### config.mk
export PLATFORM = sky130hd
export DESIGN_NAME = lpm_match
export DESIGN_NICKNAME = d
export VERILOG_FILES = /design/src/sv/lpm_pkg.sv /design/src/sv/lpm_match.sv
export SDC_FILE = /design/constraint.sdc
export NUM_CORES = 1
export LEC_CHECK = 0
export BUFFER_PORTS_ARGS = -buffer_cell sky130_fd_sc_hd__buf_2
export CORE_MARGIN = 4
export CORE_UTILIZATION = 49
export CTS_BUF_LIST = sky130_fd_sc_hd__clkbuf_4
export DETAILED_ROUTE_END_ITERATION = 10
export PLACE_DENSITY_LB_ADDON = 0.05
export SKIP_LAST_GASP = 1
export SLEW_MARGIN = 25
export SYNTH_ARGS = -nofsm -noshare
export SYNTH_HDL_FRONTEND = slang
export SYNTH_SLANG_ARGS = --single-unit
export TNS_END_PERCENT = 30
### constraint.sdc
create_clock -name clk -period 2.95 [get_ports clk]
set_input_delay 0.1475 -clock clk [delete_from_list [all_inputs] [get_ports clk]]
set_output_delay 0.1475 -clock clk [all_outputs]
set_load 0.05 [all_outputs]
### src/sv/lpm_pkg.sv
// ----------------------------------------------------------------------------
// lpm_pkg
// shared constants, types and helpers of the ipv4 longest prefix match table
// ----------------------------------------------------------------------------
package lpm_pkg;

    localparam int ENTRIES = 64;
    localparam int IDX_W   = (ENTRIES > 1) ? $clog2(ENTRIES) : 1;
    localparam int RCNT_W  = $clog2(ENTRIES + 1);
    localparam int STAT_W  = 48;
    localparam int LEN_W   = 6;
    localparam int KIND_W  = 3;
    localparam int KEY_W   = 32 + LEN_W + KIND_W;
    localparam int PAY_W   = 32 + 32 + 8;
    localparam logic [LEN_W-1:0] MAX_LEN = 6'd32;

    localparam logic [1:0] CMD_ADD    = 2'd0;
    localparam logic [1:0] CMD_DEL    = 2'd1;
    localparam logic [1:0] CMD_LOOKUP = 2'd2;
    localparam logic [1:0] CMD_SPARE  = 2'd3;

    localparam logic [1:0] ST_OK     = 2'd0;
    localparam logic [1:0] ST_MISS   = 2'd1;
    localparam logic [1:0] ST_FULL   = 2'd2;
    localparam logic [1:0] ST_BADLEN = 2'd3;

    typedef struct packed {
        logic clear;
        logic step;
        logic is_add;
        logic is_lookup;
    } match_ctl_t;

    typedef struct packed {
        logic              hit_vld;
        logic [IDX_W-1:0]  hit_idx;
        logic              free_vld;
        logic [IDX_W-1:0]  free_idx;
        logic              best_vld;
        logic [IDX_W-1:0]  best_idx;
        logic [LEN_W-1:0]  best_len;
        logic [KIND_W-1:0] best_kind;
    } match_trk_t;

    function automatic logic [31:0] len_mask(input logic [LEN_W-1:0] len);
        logic [31:0] m;
        if (len == '0)
        begin
            m = '0;
        end
        else if (len >= MAX_LEN)
        begin
            m = '1;
        end
        else
        begin
            m = 32'hFFFF_FFFF << (6'd32 - len);
        end
        return m;
    endfunction

endpackage

### src/sv/lpm_match.sv
// ----------------------------------------------------------------------------
// lpm_match
// shared masked comparator with first-hit, first-free and best-match tracking
// ----------------------------------------------------------------------------
module lpm_match
    import lpm_pkg::*;
(
    input  logic              clk,
    input  logic              rst_n,
    input  match_ctl_t        ctl,
    input  logic [31:0]       addr,
    input  logic [31:0]       pfx,
    input  logic [LEN_W-1:0]  len,
    input  logic [KIND_W-1:0] kind,
    input  logic              slot_valid,
    input  logic [IDX_W-1:0]  slot_idx,
    input  logic [KEY_W-1:0]  slot_key,
    output match_trk_t        trk
);

    match_trk_t        trk_reg;
    match_trk_t        trk_next;
    logic [31:0]       slot_prefix;
    logic [LEN_W-1:0]  slot_len;
    logic [KIND_W-1:0] slot_kind;
    logic              key_hit;
    logic              lkp_hit;

    assign slot_prefix = slot_key[KEY_W-1 -: 32];
    assign slot_len    = slot_key[KIND_W +: LEN_W];
    assign slot_kind   = slot_key[KIND_W-1:0];

    assign key_hit = slot_valid && (slot_len == len) && (slot_prefix == pfx)
                     && (ctl.is_add || (slot_kind == kind));
    assign lkp_hit = slot_valid && ((addr & len_mask(slot_len)) == slot_prefix)
                     && (!trk_reg.best_vld || (slot_len > trk_reg.best_len));

    always_comb
    begin
        trk_next = trk_reg;
        if (ctl.clear)
        begin
            trk_next.hit_vld  = 1'b0;
            trk_next.free_vld = 1'b0;
            trk_next.best_vld = 1'b0;
        end
        else if (ctl.step)
        begin
            if (key_hit && !trk_reg.hit_vld)
            begin
                trk_next.hit_vld = 1'b1;
                trk_next.hit_idx = slot_idx;
            end
            if (!slot_valid && !trk_reg.free_vld)
            begin
                trk_next.free_vld = 1'b1;
                trk_next.free_idx = slot_idx;
            end
            if (ctl.is_lookup && lkp_hit)
            begin
                trk_next.best_vld  = 1'b1;
                trk_next.best_idx  = slot_idx;
                trk_next.best_len  = slot_len;
                trk_next.best_kind = slot_kind;
            end
        end
    end

    always_ff @(posedge clk or negedge rst_n)
    begin
        if (!rst_n)
        begin
            trk_reg <= '0;
        end
        else
        begin
            trk_reg <= trk_next;
        end
    end

    assign trk = trk_reg;

endmodule

# Yosys cells after proc, flatten, opt, wreduce, memory -nomap -nowiden

Cells that the tools add are included.

Add/sub/neg operators: 1
Magnitude comparators: 2
Equal/unequal tests: 4
Shift-type cells: 1
Muxes and demuxes: 9
Bitwise gates (word level): 2
Reduce and logical (&&, ||, !) cells: 25

Operators by type and width:

| kind                                                      | number |
|---|---|
| equality test 32 bit                                      | 2 |
| two-way mux 32 bit                                        | 2 |
| bitwise AND 32 bit                                        | 1 |
| << shifter 32 x 6 -> 32 bit (first input constant)        | 1 |
| two-way mux 30 bit                                        | 1 |
| two-way mux 16 bit                                        | 1 |
| two-way mux 7 bit                                         | 2 |
| AND reduction 3 bit                                       | 3 |
| logical AND 1 bit                                         | 8 |
| nonzero test 2 bit                                        | 4 |
| equality test 6 bit                                       | 1 |
| greater-or-equal comparator 6 bit (second input constant) | 1 |
| greater-than comparator 6 bit                             | 1 |
| logical NOT 6 bit                                         | 1 |
| AND reduction 2 bit                                       | 3 |
| subtractor 6 bit (first input constant)                   | 1 |
| logical NOT 1 bit                                         | 4 |
| equality test 3 bit                                       | 1 |
| two-way mux 1 bit                                         | 3 |
| logical OR 1 bit                                          | 2 |
| inverter 1 bit                                            | 1 |

Bits in registers: 30
Input port bits: 127
Output and inout bits: 30
Word-level logic and storage cells: 52

# Longest topological paths before layout

Depth in word-level cells: 12
Gate-level depth with buffers: 13
Mapped depth without buffers: 10

# Worst setup path before layout

No wires, ideal clock.

Kind: input-to-reg
Start: in slot_key[4]
End: reg trk_reg (netlist bit trk[10])
Setup time: 0.125 ns
Data arrival time: 3.225 ns
Data required time: 2.825 ns
Path slack: -0.400 ns
Stages on the path: 12
Buffers on the path: 2
Path through: buf_2 > inv_1 > ha_1 > nor3b_2 > xor2_1 > nor2_1 > o21ai_0 > mux2_2 > or4_4 > nor4_4 > buf_8 > mux2_4

Word-level cells in the longest chain between the ends: 10
Elaborated cells between the ends (all ways): 14
Those cells by class: add/sub (1); order compare (2); eq/ne (1); shift (1); mux (2); bitwise (1); reduce/logical (6)

Ends and longest elaborated chain:

| item                                   | RTL line        | RTL |
|---|---|---|
| from (decl)                            | lpm_match.sv:17 | `input logic [KEY_W-1:0] slot_key,` |
| subtractor 6 bit                       | lpm_pkg.sv:57   | `m = 32'hFFFF_FFFF << (6'd32 - len);` |
| << shifter 32 x 6 -> 32 bit            | lpm_pkg.sv:57   |  |
| two-way mux 32 bit                     | lpm_pkg.sv:51   | `else if (len >= MAX_LEN)` |
| two-way mux 32 bit                     | lpm_pkg.sv:47   | `if (len == '0)` |
| bitwise AND 32 bit                     | lpm_match.sv:35 | `assign lkp_hit = slot_valid && ((addr & len_mask(slot_len)) == slot_prefix)` |
| equality test 32 bit                   | lpm_match.sv:35 |  |
| logical AND 1 bit                      | lpm_match.sv:35 |  |
| logical AND 1 bit *                    | lpm_match.sv:36 | `&& (!trk_reg.best_vld \|\| (slot_len > trk_reg.best_len));` |
| logical AND 1 bit *                    | lpm_match.sv:59 | `if (ctl.is_lookup && lkp_hit)` |
| AND reduction 3 bit (no source line) * | --              |  |
| to (signal assigned)                   | lpm_match.sv:77 | `trk_reg <= trk_next;` |
| to (decl)                              | lpm_match.sv:21 | `match_trk_t trk_reg;` |

Mark *: on every way between the ends. The rest lies on a longest branch, timed or not.
A chain may end at the register's enable or synchronous reset.

# Worst setup path after layout

Start: in slot_key[5]
End: reg trk_reg (netlist bit trk[5])

Word-level cells in the longest chain between the ends: 10
Elaborated cells between the ends (all ways): 14
Those cells by class: add/sub (1); order compare (2); eq/ne (1); shift (1); mux (2); bitwise (1); reduce/logical (6)

Ends and longest elaborated chain:

| item                                 | RTL line |
|---|---|
| subtractor 6 bit                     | lpm_pkg.sv:57 |
| << shifter 32 x 6 -> 32 bit          | lpm_pkg.sv:57 |
| two-way mux 32 bit                   | lpm_pkg.sv:51 |
| two-way mux 32 bit                   | lpm_pkg.sv:47 |
| bitwise AND 32 bit                   | lpm_match.sv:35 |
| equality test 32 bit                 | lpm_match.sv:35 |
| logical AND 1 bit                    | lpm_match.sv:35 |
| logical AND 1 bit                    | lpm_match.sv:36 |
| logical AND 1 bit                    | lpm_match.sv:59 |
| AND reduction 3 bit (no source line) | -- |

Parallel ways exist; a longest one is shown, timed or not.

==> results.yml <==
drt:
  postRouteWirelength_mm: 13.98
  firstDrtPassIters: 5
  via_per_inst: 5.960
  wire_per_inst_um: 20.62
  num_vias: 4041
  drtIter0Drc: 375
  drc_errors: 0
  drtAntennaViolNets: 0
synth:
  ys_types: 70
  synth_area_sq_um: 3372
  synth_edf_count: 0
  synth-seq-cells: 30
  syn_inst: 394
  ys_warn_count: 0
  ys.flop_type: "dfrtp_1"
  yosysSeqAreaShare_pct: 22.26
  syn-num-nets: 531
  async_flop_share_pct: 100.0
  syn_area_per_cell_sq_um: 8.558
power:
  power.share.switching_pct: 40.82
  intPower_uw: 773.8
  pwr-share-comb_pct: 47.6
  power_uw: 1308
  powerDensity_nw_per_um2: 275.7
  p_leak_uw: 0.002393
  irDropWorstVdd_v: 0.0003228
  p_clk_share_pct: 18.5
  p_sw_uw: 533.7
  seqPwrFrac_pct: 33.9
floorplanning:
  rows: 29
  chipWidth_um: 90.96
  dieArea_sq_um: 8273
  io_pins: 157
  core_sq_um: 6531
  start_util_pct: 51.63
  dieHeight_um: 90.96
clocking:
  numCtsBuffers: 5
  cts_buffer_depth: 2
  cts_root_buf: "clkbuf_4"
  h-tree-depth: 2
  cts.sinks: 30
  cts_tree: "built"
  insertion_delay_ps: 340
  clk_pin_slew_worst_paths_ps: 100
grt:
  grt_pass1_vias: 3986
  grt_use_total_pct: 32.84
  grt_overflow: 0
  grt_max_degree: 31
  grt_first_pass_wirelength_mm: 21.40
  antenna_found_initial: 0
min_path:
  min_path_type: "in -> reg"
  worstHoldStart: "slot_idx[0]"
timing:
  period_minus_slack_ps: 2944
  holdWs_ps: 55.11
  finalSetupViolCount: 0
  final_hold_viol_count: 0
  fin_skew_ps: 6.730
  fin_crit_sh_pct: 99.81
  timing.fmax_mhz: 339.6
  tns_ps: 0
  tightest_slew_ps: 753.8
  slew_violations: 0
  slew_headroom_pct: 49.29
setup_path:
  r2r_start: "trk[7]$_DFFE_PN0P_"
  endpoint_kind: "flip-flop"
  worstSetupStartpoint: "slot_key[5]"
  crit_required_ps: 3180
  arrival_ps: 3170
  cp_max_fo: 11
  cp-start-kind: "input pin"
  critPathKind: "in -> reg"
layout:
  final_core_util_pct: 72.62
  drive_above_1_share_pct: 45.59
  syn2layout_area_growth_pct: 40.67
  nFillCells: 548
  antennaDiodeCount: 0
  largest_register_ffs: 30
  multi_input_area_sq_um: 2465
  ff_latch_area_sq_um: 750.7
  fin_area_sq_um: 4743
  final_nets: 738
status:
  outcome: "completed"
placed_design:
  detailedPlacementHpwl_mm: 11.78
  portBuffers: 156
  placed_cell_area_sq_um: 4621
  gp_congestion: 1.024
run:
  maxCapViolations: 0
placed cells by master, fill, tap and decap left out, types with 4 or more instances in the layout:
cell type	netlist	final
mux2_4	7	7
nand2b_1	7	7
mux2i_1	11	10
xnor2_1	6	6
inv_1	27	25
o22ai_1	7	7
mux2_2	19	19
nor2b_1	7	7
dfrtp_1	30	30
xor2_1	43	42
o31ai_1	4	4
nand3b_1	5	5
nor2_1	21	21
ha_1	10	9
nand4_1	9	9
o21ai_0	26	23
nand3_1	15	15
clkbuf_4	0	5
a21oi_1	9	8
buf_4	2	58
nand2_1	17	16
buf_2	3	154
nor4_1	15	14
nor3_1	12	12
o21ai_1	2	4
power groups by stage:
stage	combinational, uW	sequential, uW	clock, uW
after floorplan	258	520	0
after global placement	595	447	0
after detailed placement	604	450	0
after CTS	609	442	243
after global routing	664	444	263
final	623	443	242
timing repair:
item,CTS,global route
hold buffers,1,0
setup buffers,0,1
hold endpoints to repair,30,0
resized for setup,0,12
endpoints found under the setup margin,0,15
per-layer routing:
layer / vias to the layer above / wire length [um] / global-route usage, % / part of all wire [%]
met5: - / 0 / 0 / 0
met4: 0 / 272 / 9.673 / 1.9
met3: 24 / 1418 / 8.347 / 10
met2: 230 / 6724 / 54.26 / 48
met1: 1909 / 5563 / 42.42 / 40
li1: 1878 / - / - / -
worst paths after layout:
path / slack (ps) / cells past startpoint / to
hold / removal: 60 / 2 / trk[9]$_DFFE_PN0P_
max in group asynchronous: 2110 / 2 / trk[4]$_DFFE_PN0P_
setup / recovery: 6 / 14 / trk[5]$_DFFE_PN0P_
min in group asynchronous: 390 / 2 / trk[1]$_DFFE_PN0P_
hold reg to reg: 510 / 1 / trk[24]$_DFFE_PN0P_
setup reg to reg: 230 / 11 / trk[5]$_DFFE_PN0P_
cells in the mapped netlist, types with 3 or more instances:
cell       number  area, sq um
xor2_1         43        376.6
dfrtp_1        30        750.7
inv_1          27        101.4
o21ai_0        26        130.1
nor2_1         21        78.83
mux2_2         19        214.0
nand2_1        17        63.81
nand3_1        15        75.07
nor4_1         15        93.84
nor3_1         12        60.06
mux2i_1        11        110.1
ha_1           10        125.1
a21oi_1         9        45.04
nand4_1         9        56.30
mux2_4          7        105.1
nand2b_1        7        43.79
nor2b_1         7        43.79
o22ai_1         7        43.79
xnor2_1         6        52.55
clkbuf_1        5        18.77
nand3b_1        5        37.54
buf_6           4        45.04
o31ai_1         4        30.03
a22oi_1         3        22.52
a311oi_1        3        26.28
a31oi_1         3        18.77
and3_1          3        18.77
buf_2           3        15.01
nand4b_1        3        26.28
o2111ai_1       3        26.28
o311ai_0        3        26.28
or3_1           3        18.77
worst max-delay path: stages:
cell      delay, ps
buf_2           120
buf_4           180
buf_4           180
xnor2_4         170
nand2b_1        100
nor4_1          460
buf_4           200
mux2i_1         240
nand4_1         140
nand4b_1        260
nor4_4          300
buf_4           180
buf_12          140
mux2_2          340
cells by family (layout without fill, tap and decap cells):
logic type               Yosys count  in the layout  share of synthesized area [%]
AO/OA/AOI/OAI                     91             91                          18.37
XOR/XNOR                          50             50                          13.21
adder cells (fa/ha/maj)           10             10                          3.711
buffers and inverters             43            250                          6.641
flip-flops                        30             30                          22.26
multiplexers                      37             37                          12.73
AND/OR/NAND/NOR                  133            133                          23.08
cell type report:
| class | count | area share [%] |
|---|---|---|
| clock buffer | 5 | 0.7913 |
| multi-input combinational | 321 | 51.97 |
| timing repair buffer | 216 | 26.83 |
| sequential | 30 | 15.83 |
| tap | 77 | 2.031 |
| inverter | 27 | 2.348 |
| clock inverter | 2 | 0.2110 |
stage by stage:
stage                     std cells  setup slack, ps
after floorplan                 394           -28.31
after global placement          668           -286.2
final                           678            5.702
after CTS                       676            84.10
after detailed placement        668           -277.2
after global routing            678           -20.08
No activity file was read; power rests on OpenSTA's default activity.
